$ cat config.mk
export PLATFORM = sky130hd
export DESIGN_NAME = cafu_ram
export DESIGN_NICKNAME = d
export VERILOG_FILES = /design/src/rtl/cafu_ram.sv
export SDC_FILE = /design/constraint.sdc
export NUM_CORES = 1
export LEC_CHECK = 0
export BUFFER_PORTS_ARGS = -buffer_cell sky130_fd_sc_hd__buf_2
export CAP_MARGIN = 25
export CORE_MARGIN = 1.5
export CORE_UTILIZATION = 54
export DETAILED_ROUTE_END_ITERATION = 10
export HOLD_SLACK_MARGIN = 0.12
export PLACE_DENSITY = 0.74
export SYNTH_ARGS = -nofsm -noshare
export SYNTH_HDL_FRONTEND = slang
export SYNTH_SLANG_ARGS = --single-unit
$ cat constraint.sdc
create_clock -name aclk -period 1.6 [get_ports aclk]
set_clock_uncertainty 0.2 [all_clocks]
set_input_delay 0.08 -clock aclk [delete_from_list [all_inputs] [get_ports aclk]]
set_output_delay 0.08 -clock aclk [all_outputs]
set_load 0.02 [all_outputs]
$ cat src/rtl/cafu_ram.sv
// ----------------------------------------------------------------------------
// cafu_ram
// generic simple dual-port ram, one write and one registered read port
// ----------------------------------------------------------------------------
module cafu_ram #(
    parameter int WIDTH = 8,
    parameter int DEPTH = 16
) (
    input  logic                     aclk,
    input  logic                     we,
    input  logic [$clog2(DEPTH)-1:0] waddr,
    input  logic [WIDTH-1:0]         wdata,
    input  logic [$clog2(DEPTH)-1:0] raddr,
    output logic [WIDTH-1:0]         rdata
);

    logic [WIDTH-1:0] mem [DEPTH];
    logic [WIDTH-1:0] rdata_reg;

    always_ff @(posedge aclk) begin
        if (we) begin
            mem[waddr] <= wdata;
        end
        rdata_reg <= mem[raddr];
    end

    assign rdata = rdata_reg;

endmodule

==> results of run 1 <==
==> power by group through the flow <==
| stage | Sequential [mW] | Combinational (mW) | Clock, mW |
|---|---|---|---|
| 6_report | 4.01 | 0.441 | 3.84 |
| 5_1_grt | 4.01 | 0.478 | 4.03 |
| 4_1_cts | 4.01 | 0.435 | 3.88 |
| 3_5_place_dp | 4.08 | 0.402 | 0 |
| 3_3_place_gp | 4.08 | 0.392 | 0 |
| 2_1_floorplan | 4.10 | 0.202 | 0 |
==> stage by stage <==
| step | cell area [um^2] | instances |
|---|---|---|
| 6_report | 6350 | 445 |
| 5_1_grt | 6350 | 445 |
| 4_1_cts | 6310 | 444 |
| 3_5_place_dp | 5560 | 396 |
| 3_3_place_gp | 5560 | 396 |
| 2_1_floorplan | 5150 | 229 |
==> synth_stat cells, types with 2 or more instances <==
| master | count |
|---|---|
| clkdlybuf4s25_2 | 3 |
| nor2_1 | 13 |
| buf_6 | 3 |
| nand2b_1 | 2 |
| edfxtp_1 | 128 |
| nand3b_1 | 2 |
| nor3_1 | 4 |
| mux4_1 | 14 |
| a22oi_1 | 16 |
| nand2_1 | 9 |
| mux4_2 | 18 |
| buf_2 | 3 |
| dfxtp_1 | 8 |
==> what timing repair did <==
item,CTS,global route
endpoints found under the hold margin,264,5
buffers inserted,0,0
endpoints found under the setup margin,0,18
hold buffers,16,1
resized for setup,0,7
==> worst min path at each step <==
stage / startpoint / endpoint / slack (ns) / cells past startpoint
after floorplan: wdata[0] / mem[0][0] / -0.02 / 0
after CTS: raddr[0] / rdata[5] / 0.08 / 5
after global placement: wdata[5] / mem[7][5] / 0.25 / 1
after global routing: raddr[0] / rdata[6] / 0.09 / 5
final: raddr[0] / rdata[6] / 0.08 / 5
after detailed placement: wdata[5] / mem[6][5] / 0.28 / 1
==> logic make-up (layout without fill, tap and decap cells) <==
family,Yosys count,count (layout),synth area share (%)
buf+inv,10,97,1.68
simple gates,35,35,3.18
compound gates,16,16,2.33
mux,32,32,15.0
flops,136,136,77.8
==> per-layer routing <==
metal  GRT usage, %  up-vias  wire [um]
li1               -     1122          -
met1           29.0     1245       4130
met2           34.3       85       4800
met3           5.89       13        583
met4           9.43        0        168
met5              0        -          0
==> layout make-up <==
class                      count  area [um^2]
sequential                   136         4000
tap                          129          161
timing repair buffer          65          513
clock inverter                14          174
fill                         565         2890
multi-input combinational     83         1080
clock buffer                  18          418
==> critical path, delay by kind of cell <==
kind	cells	cell delay, ns
buffers and inverters	3	0.87
and+or+nand+nor	2	0.66
==> impl_results.md, run 1 <==
- Comb pwr share: 5.3%
- Part of the power in registers: 48.4%
- Setup violators final: 0
- Net Sw Power: 1.72 mW
- Worst r2r src: mem[1][1]
- Max-cap violation count: 0
- Reg2Reg Setup Slack: 0.08 ns
- Worst-skew pair later-pin latency: 0.52 ns
- Reg-to-reg endpoint: rdata[1]
- CP max stage delay: 0.54 ns
- Initial DRC Count: 167
- Unrepaired setup endpoints after global routing: true
- Most frequent cells in the layout: 128 x edfxtp_1, 25 x buf_2, 18 x mux4_2, 18 x buf_4, 17 x dlygate4sd3_1
- Nets: 321
- WL per Instance: 21.8 um
- Crit path launch type: input port
- Rows: 35
- RePlAce Congestion: 0.775
- Chip Width: 101 um
- Vert. Die Dim: 101 um
- Worst slew margin: 46.1%
- Most used DFF post-synth: edfxtp_1
- First-pass DRT Iterations: 4
- Worst-Margin Slew: 0.806 ns
- Max Slew Vio Count: 0
- Share of layout cells above drive strength 1: 32.9%
- Critical Path RT: 1.62 ns
- Crit. End Element: flop
- Most common cell after layout, fill and taps aside: edfxtp_1
- Hpwl dp: 5910 um
- Outcome: finished, final reports clean
- Initial antenna violation count: 0
- Pwr/cell area: 1300 mW/mm^2
- Via-to-Cell Ratio: 5.54
- CP Max Fanout: 8
- CTS Buffer Depth: 2
- Max FFs per register: 128
- Sw Share: 20.8%
- #FFs+latches synth: 136
- Sinks on Clock Net: 136
- CTS buffer count: 17
- WHS: 0.0766 ns
- Leading area contributor after synthesis: edfxtp_1
- EDFF count, synth: 128
- Worst setup path start: waddr[2]
- Routed vias: 2465
- Synthesized net count: 247
- Post-DRT Antenna Nets: 0
- First-pass GRT wire length: 15000 um
- Final Power: 8.28 mW
- Syn avg cell area: 22.5 um^2
- Setup Crit Path Kind: in2reg
- Ant. Diodes: 0
- CTS clk-pin slew, worst paths: 0.06 ns
- Area added between synthesis and finish: 23.5%
- Pin count of the biggest net entering global routing: 33
- Critical Path Sink: mem[0][6]
- Period minus WS final: 1.59 ns
- Post-Place Setup Slack: -0.109 ns
- Ranking of synthesized cells by area: edfxtp_1 75%, mux4_2 7.9%, mux4_1 7.1%
- Worst vdd ir: 0.00115 V
- Cell count after synthesis: 229
- # H-tree levels: 4
- Worst-path cell chain: dlygate4sd3_1, buf_2, or3b_2, nor3_2, buf_4
- Area share of the largest cell type after synthesis: 74.7%
- Number of synthesis warnings: 0
- Final Hold Vio Count: 0
- GRT Overall Usage: 21.8%
- Seq/Total Area, Yosys: 77.8%
- CP max stage cell: or3b_2
- Peak Freq: 0.628 GHz
- I/O pin cnt: 26
- Worst EP arrival: 1.61 ns
- Utilization after layout: 68.8%
- Leak Pwr: 2.18 nW
- Synth async-reset ratio: 0%
- Setup TNS Final: 0 ns
- IO Port Bufs: 25
- Clock share of power: 46.3%
- Final worst slack: 0.00870 ns
- CTS Root Cell: clkbuf_8
- Distinct cells, synth: 19
- P_int: 6.56 mW
- Vias in the first global route: 2641
- TritonCTS clock tree: done
- Mapped Area: 0.00515 mm^2
- Final worst-path cycle share: 99.5%
- Min-delay worst type: in2reg
- Grt total ovfl: 0
- Routed wire length: 9690 um
- Reg2reg path depth: 3
- Die Footprint: 0.0101 mm^2
- Initial cell density of the core: 55.7%
- Core area: 0.00924 mm^2
- # DRC: 0
Power figures use the tool's default switching activity.
==> run 2: changes to the inputs <==
--- a/config.mk
+++ b/config.mk
@@ -8,10 +8,10 @@
 export BUFFER_PORTS_ARGS = -buffer_cell sky130_fd_sc_hd__buf_2
 export CAP_MARGIN = 25
 export CORE_MARGIN = 1.5
-export CORE_UTILIZATION = 54
+export CORE_UTILIZATION = 60
 export DETAILED_ROUTE_END_ITERATION = 10
 export HOLD_SLACK_MARGIN = 0.12
-export PLACE_DENSITY = 0.74
+export PLACE_DENSITY = 0.78
 export SYNTH_ARGS = -nofsm -noshare
 export SYNTH_HDL_FRONTEND = slang
 export SYNTH_SLANG_ARGS = --single-unit
==> constraint.sdc (replaced) <==
create_clock -name aclk -period 1.7 [get_ports aclk]
set_clock_uncertainty 0.2 [all_clocks]
set_input_delay 0.085 -clock aclk [delete_from_list [all_inputs] [get_ports aclk]]
set_output_delay 0.085 -clock aclk [all_outputs]
set_load 0.02 [all_outputs]
==> run 2 against run 1 <==
Combinational power fell by 5.2%. Critical path depth is 2 higher. Routed wire length up 2.7%. Power shrank 5.0%. Largest cell class unchanged. Global-route usage up 2.8 points. Via count up 5.9%. Count of clock-buffer cells in the layout grew 6. Final cell count fell by 4.5%. First-iteration DRC count increased by 60%. Non-clock buffer count up 5.
==> impl_results.md, run 2 (synthesis gave the netlist of run 1 again) <==
- Outcome: finished, final reports clean (unchanged)
- Worst Hold Launch: wdata[4] (was raddr[0])
- Most common cell after layout, fill and taps aside: edfxtp_1 (unchanged)
- IO Port Bufs: 25 (unchanged)
- Final Power: 7.87 mW (was 8.28 mW)
- Routed wire length: 9950 um (was 9690 um)
- Hpwl dp: 5980 um (was 5910 um)
- Worst r2r src: mem[5][0] (was mem[1][1])
- Crit. End Element: flop (unchanged)
- CP Max Fanout: 8 (unchanged)
- Critical Path RT: 1.89 ns (was 1.62 ns)
- Final Hold Vio Count: 0 (unchanged)
- Max FFs per register: 128 (unchanged)
- TritonCTS clock tree: done (unchanged)
- Core area: 0.00826 mm^2 (was 0.00924 mm^2)
- Worst-Margin Slew: 0.392 ns (was 0.806 ns)
- I/O pin cnt: 26 (unchanged)
- Post-Place Setup Slack: 0.0154 ns (was -0.109 ns)
- CTS clk-pin slew, worst paths: 0.06 ns (about the same)
- Setup TNS Final: 0 ns (unchanged)
- Chip Width: 95.6 um (was 101 um)
- Initial cell density of the core: 62.3% (was 55.7%)
- # H-tree levels: 4 (unchanged)
- Final worst-path cycle share: 99.8%
- Sinks on Clock Net: 136 (unchanged)
- Crit path launch type: input port (unchanged)
- Routed vias: 2611 (was 2465)
- Rows: 33 (was 35)
- Pwr/cell area: 1240 mW/mm^2 (was 1300 mW/mm^2)
- Area added between synthesis and finish: 23.5% (about the same)
- Hold path endpoint: mem[6][4] (was rdata[6])
- Reg2Reg Setup Slack: 0.12 ns (was 0.08 ns)
- Worst EP arrival: 1.89 ns (was 1.61 ns)
- Worst vdd ir: 0.000847 V (was 0.00115 V)
- Worst hold path depth: 2 (was 5)
- Setup violators final: 0 (unchanged)
- Period minus WS final: 1.70 ns
- Unrepaired setup endpoints after global routing: true (unchanged)
- Leak Pwr: 2.22 nW (was 2.18 nW)
- Reg-to-reg endpoint: rdata[0] (was rdata[1])
- Ant. Diodes: 0 (unchanged)
- Most frequent cells in the layout: 128 x edfxtp_1, 25 x buf_2, 22 x buf_4, 20 x dlygate4sd3_1, 18 x mux4_2 (was 128 x edfxtp_1, 25 x buf_2, 18 x mux4_2, 18 x buf_4, 17 x dlygate4sd3_1)
- CTS buffer count: 17 (unchanged)
- CTS Buffer Depth: 2 (unchanged)
- WL per Instance: 23.4 um (was 21.8 um)
- Initial antenna violation count: 0 (unchanged)
- Vert. Die Dim: 95.6 um (was 101 um)
- Setup Crit Path Kind: in2reg (unchanged)
- Final worst slack: 0.00341 ns (was 0.00870 ns)
- Share of layout cells above drive strength 1: 31.3% (was 32.9%)
- Nets: 326 (was 321)
- # DRC: 0 (unchanged)
- Vias in the first global route: 2693 (was 2641)
- Min-delay worst type: in2reg (unchanged)
- Worst-skew pair later-pin latency: 0.51 ns (was 0.52 ns)
- Pin count of the biggest net entering global routing: 33 (unchanged)
- Via-to-Cell Ratio: 6.14 (was 5.54)
- Reg2reg path depth: 3 (unchanged)
- Max Slew Vio Count: 0 (unchanged)
- CTS Root Cell: clkbuf_8 (unchanged)
- Peak Freq: 0.589 GHz
- Max-cap violation count: 0 (unchanged)
- GRT Overall Usage: 24.6% (was 21.8%)
- Worst slew margin: 73.9% (was 46.1%)
- Die Footprint: 0.00914 mm^2 (was 0.0101 mm^2)
- Initial DRC Count: 267 (was 167)
- Grt total ovfl: 0 (unchanged)
- First-pass DRT Iterations: 4 (unchanged)
- Post-DRT Antenna Nets: 0 (unchanged)
- First-pass GRT wire length: 15000 um (about the same)
- RePlAce Congestion: 0.732 (was 0.775)
-- run 2: layer usage --
metal | routed length [um] | part of all wire, % | GRT usage (%) | vias up
met2 | 5240 | 53 | 40.2 | 117
met4 | 85 | 0.85 | 9.80 | 0
met1 | 4080 | 41 | 31.8 | 1358
met5 | 0 | 0 | 0 | -
li1 | - | - | - | 1129
met3 | 548 | 5.5 | 6.22 | 7
-- run 2: critical path, cell delays in order --
cell and delay, ns:
dlygate4sd3_1 0.52, buf_2 0.14, nor2_1 0.06, dlygate4sd3_1 0.57, buf_4 0.18, a22oi_1 0.22, nand2_1 0.12
-- run 2: repair_timing --
action,in CTS,in global routing
buffers inserted,0,0
resized for setup,0,1
hold endpoints to repair,264,0
hold buffers,20,0
setup endpoints to repair,0,3
-- run 2: how the worst max path moves through the flow --
| stage | startpoint | endpoint | slack (ns) |
|---|---|---|---|
| after detailed placement | raddr[0] | rdata[5] | 0.02 |
| after floorplan | waddr[2] | mem[3][0] | 0.15 |
| after global routing | raddr[3] | rdata[5] | -0.02 |
| after CTS | raddr[0] | rdata[5] | 0.02 |
| after global placement | raddr[0] | rdata[2] | 0.05 |
| final | raddr[2] | rdata[1] | 0.003 |
-- run 2: area by class of cell --
cell class | instances | area (um^2)
flip-flops and latches | 136 | 4000
fillers | 438 | 1900
multi-input cells | 83 | 1070
repair buffers | 70 | 551
clock buffers | 24 | 490
well taps | 105 | 131
clock inverters | 7 | 115
-- run 2: where the power goes --
group	switching [mW]	leakage, nW	internal [mW]
registers	0.0216	1.22	3.75
logic	0.228	0.704	0.190
clock network	1.26	0.293	2.42
-- run 2: per-stage QoR --
step	std cells	area (um^2)	hold slack, ns	util (%)
floorplan	229	5150	-0.0161	-
global placement	374	5550	0.261	67.2
detailed placement	374	5550	0.280	67.2
CTS	425	6350	0.281	76.9
global route	425	6360	0.308	77.0
finish	425	6360	0.307	77.0
