===== src/rtl/cafu_pkg.sv =====
// ----------------------------------------------------------------------------
// cafu_pkg
// shared types and constants of the cell association flow table unit
// ----------------------------------------------------------------------------
package cafu_pkg;

    localparam int KEY_W   = 48;
    localparam int CELL_W  = 16;
    localparam int ENTRY_W = 1 + KEY_W + CELL_W;   // {valid, key, cell}

    localparam logic [15:0] ETH_IPV4       = 16'h0800;
    localparam logic [3:0]  IP_VER4        = 4'd4;
    localparam logic [7:0]  PROTO_UDP      = 8'd17;
    localparam logic [31:0] PREAMBLE_RESET = 32'hD066_F00D;
    localparam logic [7:0]  UPD_EXTERIOR   = 8'd2;

    localparam logic [2:0] ST_OK        = 3'd0;
    localparam logic [2:0] ST_NOT_IPV4  = 3'd1;
    localparam logic [2:0] ST_BAD_VER   = 3'd2;
    localparam logic [2:0] ST_NOT_UDP   = 3'd3;
    localparam logic [2:0] ST_BAD_PRE   = 3'd4;
    localparam logic [2:0] ST_NO_ASSOC  = 3'd5;
    localparam logic [2:0] ST_FULL      = 3'd6;

    typedef struct packed {
        logic        direction;
        logic [15:0] eth_type;
        logic [3:0]  ip_version;
        logic [7:0]  ip_proto;
        logic [31:0] src_ip;
        logic [15:0] src_udp;
        logic [31:0] dst_ip;
        logic [15:0] dst_udp;
        logic [31:0] preamble;
        logic [15:0] cell_id;
        logic [7:0]  update_flag;
    } cafu_req_t;

    typedef struct packed {
        logic [2:0]  status;
        logic [15:0] out_cell_id;
        logic [7:0]  out_update;
        logic        announced;
    } cafu_rsp_t;

endpackage


===== src/rtl/cafu_engine.sv =====
// ----------------------------------------------------------------------------
// cafu_engine
// header check, slot index, probe sequencer and table update
// ----------------------------------------------------------------------------
module cafu_engine
    import cafu_pkg::*;
#(
    parameter int ENTRIES     = 4096,
    parameter int PROBE_LIMIT = 4
) (
    input  logic                       aclk,
    input  logic                       aresetn,
    input  logic [31:0]                expected_preamble,
    input  logic                       req_valid,
    output logic                       req_ready,
    input  cafu_req_t                  req,
    output logic                       rsp_valid,
    input  logic                       rsp_ready,
    output cafu_rsp_t                  rsp,
    output logic                       ram_we,
    output logic [$clog2(ENTRIES)-1:0] ram_waddr,
    output logic [ENTRY_W-1:0]         ram_wdata,
    output logic [$clog2(ENTRIES)-1:0] ram_raddr,
    input  logic [ENTRY_W-1:0]         ram_rdata
);

    localparam int IDX_W = $clog2(ENTRIES);
    localparam int CNT_W = $clog2(PROBE_LIMIT + 1);
    localparam bit IS_POW2 = ((ENTRIES & (ENTRIES - 1)) == 0);
    localparam logic [16:0] ENT17 = 17'(ENTRIES);
    // reciprocal of ENTRIES, exact quotient for every 16-bit fold
    localparam longint RECIP_L = ((longint'(1) << (16 + IDX_W)) + longint'(ENTRIES) - 1)
                                 / longint'(ENTRIES);
    localparam logic [16:0] RECIP = 17'(RECIP_L);
    localparam logic [IDX_W-1:0] LAST_IDX = IDX_W'(ENTRIES - 1);
    localparam logic [CNT_W-1:0] PROBES = CNT_W'(PROBE_LIMIT);

    localparam logic [2:0] S_IDLE   = 3'd0;
    localparam logic [2:0] S_HASH   = 3'd1;
    localparam logic [2:0] S_REDUCE = 3'd2;
    localparam logic [2:0] S_PROBE  = 3'd3;
    localparam logic [2:0] S_DECIDE = 3'd4;
    localparam logic [2:0] S_FINISH = 3'd5;
    localparam logic [2:0] S_CLEAR  = 3'd6;
    localparam logic [2:0] S_MOD    = 3'd7;

    // control
    logic [2:0]       state_reg, state_next;
    logic [IDX_W-1:0] addr_reg, addr_next;
    logic [CNT_W-1:0] iss_cnt_reg, iss_cnt_next;
    logic             pend_reg, pend_next;
    logic             hit_reg, hit_next;
    logic             emp_reg, emp_next;

    // payload
    logic [IDX_W-1:0]  pend_addr_reg, pend_addr_next;
    logic [IDX_W-1:0]  hit_idx_reg, hit_idx_next;
    logic [IDX_W-1:0]  emp_idx_reg, emp_idx_next;
    logic [CELL_W-1:0] hit_cell_reg, hit_cell_next;
    logic [15:0]       rem_reg, rem_next;
    logic [16:0]       quo_reg, quo_next;
    logic              dir_reg, dir_next;
    logic [KEY_W-1:0]  key_reg, key_next;
    logic [15:0]       cell_reg, cell_next;
    logic [7:0]        upd_reg, upd_next;
    cafu_rsp_t         rsp_reg, rsp_next;

    logic [2:0]       chk_status;
    logic [15:0]      fold;
    logic [IDX_W-1:0] addr_inc;
    logic [32:0]      prod;
    logic [15:0]      back;
    logic [15:0]      red_rem;
    logic             rd_valid;
    logic [KEY_W-1:0] rd_key;
    logic             store;

    always_comb begin
        if (req.eth_type != ETH_IPV4) begin
            chk_status = ST_NOT_IPV4;
        end else if (req.ip_version != IP_VER4) begin
            chk_status = ST_BAD_VER;
        end else if (req.ip_proto != PROTO_UDP) begin
            chk_status = ST_NOT_UDP;
        end else if (req.preamble != expected_preamble) begin
            chk_status = ST_BAD_PRE;
        end else begin
            chk_status = ST_OK;
        end
    end

    assign fold     = key_reg[47:32] ^ key_reg[31:16] ^ key_reg[15:0];
    assign addr_inc = (addr_reg == LAST_IDX) ? '0 : addr_reg + 1'b1;
    assign prod     = {17'd0, rem_reg} * {16'd0, RECIP};
    assign back     = 16'(quo_reg * ENT17);
    assign red_rem  = rem_reg - back;
    assign rd_valid = ram_rdata[ENTRY_W-1];
    assign rd_key   = ram_rdata[ENTRY_W-2:CELL_W];
    assign store    = !hit_reg || (upd_reg != 8'd0);

    assign req_ready = (state_reg == S_IDLE);
    assign rsp_valid = (state_reg == S_FINISH);
    assign rsp       = rsp_reg;
    assign ram_raddr = addr_reg;

    always_comb begin
        state_next     = state_reg;
        addr_next      = addr_reg;
        iss_cnt_next   = iss_cnt_reg;
        pend_next      = 1'b0;
        hit_next       = hit_reg;
        emp_next       = emp_reg;
        pend_addr_next = addr_reg;
        hit_idx_next   = hit_idx_reg;
        emp_idx_next   = emp_idx_reg;
        hit_cell_next  = hit_cell_reg;
        rem_next       = rem_reg;
        quo_next       = quo_reg;
        dir_next       = dir_reg;
        key_next       = key_reg;
        cell_next      = cell_reg;
        upd_next       = upd_reg;
        rsp_next       = rsp_reg;
        ram_we         = 1'b0;
        ram_waddr      = addr_reg;
        ram_wdata      = '0;

        case (state_reg)
            S_CLEAR: begin
                ram_we = 1'b1;
                addr_next = addr_inc;
                if (addr_reg == LAST_IDX) begin
                    state_next = S_IDLE;
                end
            end
            S_IDLE: begin
                if (req_valid) begin
                    dir_next  = req.direction;
                    key_next  = req.direction ? {req.dst_ip, req.dst_udp}
                                              : {req.src_ip, req.src_udp};
                    cell_next = req.cell_id;
                    upd_next  = req.update_flag;
                    rsp_next  = '{status: chk_status, out_cell_id: req.cell_id,
                                  out_update: req.update_flag, announced: 1'b0};
                    state_next = S_HASH;
                end
            end
            S_HASH: begin
                hit_next = 1'b0;
                emp_next = 1'b0;
                iss_cnt_next = '0;
                if (rsp_reg.status != ST_OK) begin
                    state_next = S_FINISH;
                end else if (IS_POW2) begin
                    addr_next  = fold[IDX_W-1:0];
                    state_next = S_PROBE;
                end else begin
                    rem_next   = fold;
                    state_next = S_REDUCE;
                end
            end
            S_REDUCE: begin
                // quotient by reciprocal multiply
                quo_next   = 17'(prod >> (16 + IDX_W));
                state_next = S_MOD;
            end
            S_MOD: begin
                addr_next  = red_rem[IDX_W-1:0];
                state_next = S_PROBE;
            end
            S_PROBE: begin
                if (iss_cnt_reg != PROBES) begin
                    pend_next    = 1'b1;
                    iss_cnt_next = iss_cnt_reg + 1'b1;
                    addr_next    = addr_inc;
                end else begin
                    state_next = S_DECIDE;
                end
                if (pend_reg) begin
                    if (rd_valid) begin
                        if (!hit_reg && rd_key == key_reg) begin
                            hit_next      = 1'b1;
                            hit_idx_next  = pend_addr_reg;
                            hit_cell_next = ram_rdata[CELL_W-1:0];
                        end
                    end else if (!emp_reg) begin
                        emp_next     = 1'b1;
                        emp_idx_next = pend_addr_reg;
                    end
                end
            end
            S_DECIDE: begin
                state_next = S_FINISH;
                if (!dir_reg) begin
                    rsp_next.out_cell_id = '0;
                    if (store) begin
                        if (hit_reg || emp_reg) begin
                            ram_we    = 1'b1;
                            ram_waddr = hit_reg ? hit_idx_reg : emp_idx_reg;
                            ram_wdata = {1'b1, key_reg, cell_reg};
                            rsp_next.announced = 1'b1;
                        end else begin
                            rsp_next.status = ST_FULL;
                        end
                    end
                end else if (hit_reg) begin
                    rsp_next.out_cell_id = hit_cell_reg;
                    rsp_next.out_update  = UPD_EXTERIOR;
                end else begin
                    rsp_next.status = ST_NO_ASSOC;
                end
            end
            S_FINISH: begin
                if (rsp_ready) begin
                    state_next = S_IDLE;
                end
            end
            default: begin
                state_next = S_IDLE;
            end
        endcase
    end

    always_ff @(posedge aclk) begin
        if (!aresetn) begin
            state_reg   <= S_CLEAR;
            addr_reg    <= '0;
            iss_cnt_reg <= '0;
            pend_reg    <= 1'b0;
            hit_reg     <= 1'b0;
            emp_reg     <= 1'b0;
        end else begin
            state_reg   <= state_next;
            addr_reg    <= addr_next;
            iss_cnt_reg <= iss_cnt_next;
            pend_reg    <= pend_next;
            hit_reg     <= hit_next;
            emp_reg     <= emp_next;
        end
    end

    always_ff @(posedge aclk) begin
        pend_addr_reg <= pend_addr_next;
        hit_idx_reg   <= hit_idx_next;
        emp_idx_reg   <= emp_idx_next;
        hit_cell_reg  <= hit_cell_next;
        rem_reg       <= rem_next;
        quo_reg       <= quo_next;
        dir_reg       <= dir_next;
        key_reg       <= key_next;
        cell_reg      <= cell_next;
        upd_reg       <= upd_next;
        rsp_reg       <= rsp_next;
    end

endmodule

===== config.mk =====
export PLATFORM = sky130hd
export DESIGN_NAME = cafu_engine
export DESIGN_NICKNAME = d
export VERILOG_FILES = /design/src/rtl/cafu_pkg.sv /design/src/rtl/cafu_engine.sv
export SDC_FILE = /design/constraint.sdc
export NUM_CORES = 1
export LEC_CHECK = 0
export ABC_AREA = 1
export BUFFER_PORTS_ARGS = -buffer_cell sky130_fd_sc_hd__buf_2
export CORE_AREA = 2 2 155 157
export DETAILED_ROUTE_END_ITERATION = 7
export DIE_AREA = 0 0 157 159
export GPL_TIMING_DRIVEN = 0
export PLACE_DENSITY_LB_ADDON = 0.15
export SLEW_MARGIN = 25
export SYNTH_ARGS = -nofsm -noshare
export SYNTH_HDL_FRONTEND = slang
export SYNTH_SLANG_ARGS = --single-unit

===== constraint.sdc =====
create_clock -name aclk -period 9.4 [get_ports aclk]
set_input_delay 2.35 -clock aclk [delete_from_list [all_inputs] [get_ports aclk]]
set_output_delay 2.35 -clock aclk [all_outputs]
set_load 0.01 [all_outputs]

==> flow_metrics.tcl <==
set metrics [dict create \
    status "complete, no violations" \
    routed_wl_mm 29.4 \
    finClkSkew_ns 0.0161 \
    final_cell_mix "404 x buf_2, 250 x nand2_1, 151 x inv_1, 144 x nor2_1, 141 x edfxtp_1" \
    grt.overflow.total 0 \
    first_global_vias 8145 \
    route.detailed.vias_per_inst 4.56 \
    cts_hold_buf 0 \
    first_pass_grt_wire_length_mm 44.3 \
    syn_avg_cell_area_um2 8.84 \
    layout_min_cycle_time_ns 5.18 \
    data_arrival_at_the_endpoint_of_the_critical_path_ns 2.83 \
    synth_cell_types 37 \
    critical_path.endpoint_type "primary output" \
    ys_seq_elements 174 \
    drtIter0Drc 415 \
    routed-via-count 8181 \
    cts_htree_levels 4 \
    syn-instance-count 1037 \
    core_box_area_um2 23200 \
    synth_flop_cell "edfxtp_1" \
    rsz_0062_raised_after_global_routing "false" \
    number_of_fill_cells 2208 \
    drc 0 \
    initial_utilization_pct 39.5 \
    timing.critical_path.cells "buf_4, nor2_4, inv_2, nor2_4, inv_2, nor2_4, nand2_1, nor2_1, inv_2, clkbuf_1, nor2_1, buf_2" \
    yosys_warnings 0 \
    design.die.area_um2 25000 \
    synth_sequential_area_ratio_pct 53.4 \
    max_stage_delay_ns 0.34 \
    worst-path-max-fanout 10 \
    post_cts_resized 0 \
    grt_start_max_net_pins 24 \
    layout_commonest_cell "buf_2" \
    count_of_flip_flops_with_a_built_in_enable_after_synthesis 141 \
    clkSlewWorstSetupHoldPaths_ns 0.07 \
    area_growth_pct 34.3 \
    floorplan.io_pins 402 \
    die_h_um 159 \
    tritoncts_num_sinks 174 \
    max-cap-violations 0 \
    critical_path_buf_inv_count 6 \
    r2r_cells 3 \
    critical_path_class "reg2out" \
    total_leakage_power_uw 0.00606 \
    largest_register_ff_count 48 \
    ctsLongestPathBuffers 2 \
    placedInstanceArea_um2 11700 \
    worstMarginPinSlew_ns 0.796 \
    grt_util_all_layers_pct 23.4 \
    hold_path_class "reg2reg" \
    worstSkewPairLatency_ns 0.43 \
    dieWidth_um 157 \
    grt_antenna_before_repair 5 \
    max-vdd-ir-drop_uv 124 \
    clock_tree_from_tritoncts "done" \
    timing.final.max_slew_violations 0 \
    timing.setup.tns_ns 0 \
    pwr_density_cell_nw_per_um2 186 \
    cts-buffers-inserted 17 \
    post_cts_setup_inserts 0 \
    timing.slew.headroom_pct 46.9 \
    clockRootBuffer "clkbuf_16" \
    timing.critical_path.max_delay_family "simple AND/OR/NAND/NOR gates" \
    count_of_port_buffers_added_during_placement 401 \
    gp_congestion 0.888 \
    finalSetupViolCount 0 \
    drt-pass1-iter-count 5 \
    finish.instance_area_um2 12300 \
    layout-drive-gt1-share_pct 35.9 \
    min_delay_path_depth 0 \
    final_layout_net_count 1746 \
    synth_nets 1322 \
    core.rowCount 56 \
    timing.critical_path.depth 12 \
    final_min_period_over_clock_period_pct 55.2 \
    timing_hold_violations_final 0 \
    required_ns 7.05 \
    drtAntennaViolNets 0 \
    post-dp-hpwl_mm 24.1 \
    slowest_stage "clkbuf_1" \
    ys_async_sr_fraction_pct 0 \
    synth.cell_area_um2 9160 \
    timing.fmax_ghz 0.193 \
    setup.worst_path.start_class "flop" \
    wl_per_cell_um 16.4 \
]
==> final timing paths <==
| path | to | slack [ns] | startpoint |
|---|---|---|---|
| hold reg to reg | pend_addr_reg[10] | 0.37 | ram_raddr[10] |
| setup reg to reg | rsp[4] | 7.03 | hit_reg |
| hold / removal | pend_addr_reg[10] | 0.37 | ram_raddr[10] |
| setup / recovery | ram_wdata[33] | 4.22 | state_reg[1] |
==> metal layers <==
layer,vias to the layer above,part of all wire (%),global-route usage (%)
met5,-,0.071,0
li1,4190,-,-
met2,300,50,41.1
met1,3645,40,26.9
met4,4,2.1,7.80
met3,42,7.9,7.27
==> cell families after synthesis <==
group           synth area share [%]
simple gates                    22.6
buf+inv                         8.10
flops                           53.4
compound gates                  4.90
xor+xnor                        4.68
mux                             5.90
fa+ha+maj                      0.410
==> through the flow <==
step | cells | hold slack [ns] | utilization (%) | total power (uW) | worst slack [ns]
after floorplan | 1037 | 0.393 | - | 1340 | 2.96
after global placement | 1757 | 0.371 | 49.9 | 1560 | 0.903
after detailed placement | 1761 | 0.371 | 50.4 | 1580 | 4.70
after CTS | 1793 | 0.381 | 53.0 | 2310 | 4.23
after global routing | 1795 | 0.395 | 53.1 | 2410 | 4.09
final | 1796 | 0.372 | 53.1 | 2290 | 4.22
==> synth_stat cells, drive strengths merged, types with 2 or more instances <==
| master | count | area share [%] |
|---|---|---|
| nor4 | 7 | 0.48 |
| ha | 3 | 0.41 |
| dfxtp | 33 | 7.2 |
| mux2 | 48 | 5.9 |
| nand3 | 51 | 2.8 |
| buf | 8 | 0.74 |
| a211oi | 2 | 0.16 |
| edfxtp | 141 | 46 |
| o31ai | 2 | 0.16 |
| nor2 | 156 | 6.9 |
| or2 | 12 | 0.85 |
| xnor2 | 31 | 3.0 |
| xor2 | 18 | 1.7 |
| a21oi | 27 | 1.6 |
| nor3 | 13 | 0.71 |
| clkbuf | 19 | 0.78 |
| nand4 | 6 | 0.41 |
| o21ai | 41 | 2.4 |
| nand2 | 250 | 10 |
| inv | 159 | 6.5 |
| o211ai | 4 | 0.33 |
==> cell type report <==
cell class	count	area, um2	area share (%)
well taps	319	399	3.24
clock buffers	18	429	3.49
inverters	160	603	4.90
diodes	3	7.51	0.0610
multi-input cells	676	3550	28.8
plain buffers	27	139	1.13
clock inverters	14	179	1.45
flip-flops and latches	174	4890	39.8
repair buffers	405	2110	17.1
==> worst register-to-register path: stages, from the launching register on <==
cell and delay (ns):
dfxtp_1 0.53, clkinv_1 0.33, clkbuf_1 0.40, a211oi_2 0.75
==> report_power, final <==
| part | switching [uW] | leakage [uW] | internal, uW | total [uW] |
|---|---|---|---|---|
| Clock | 330 | 0.000286 | 403 | 733 |
| Sequential | 60.5 | 0.00155 | 954 | 1010 |
| Combinational | 326 | 0.00422 | 216 | 542 |
Power figures use the tool's default switching activity.
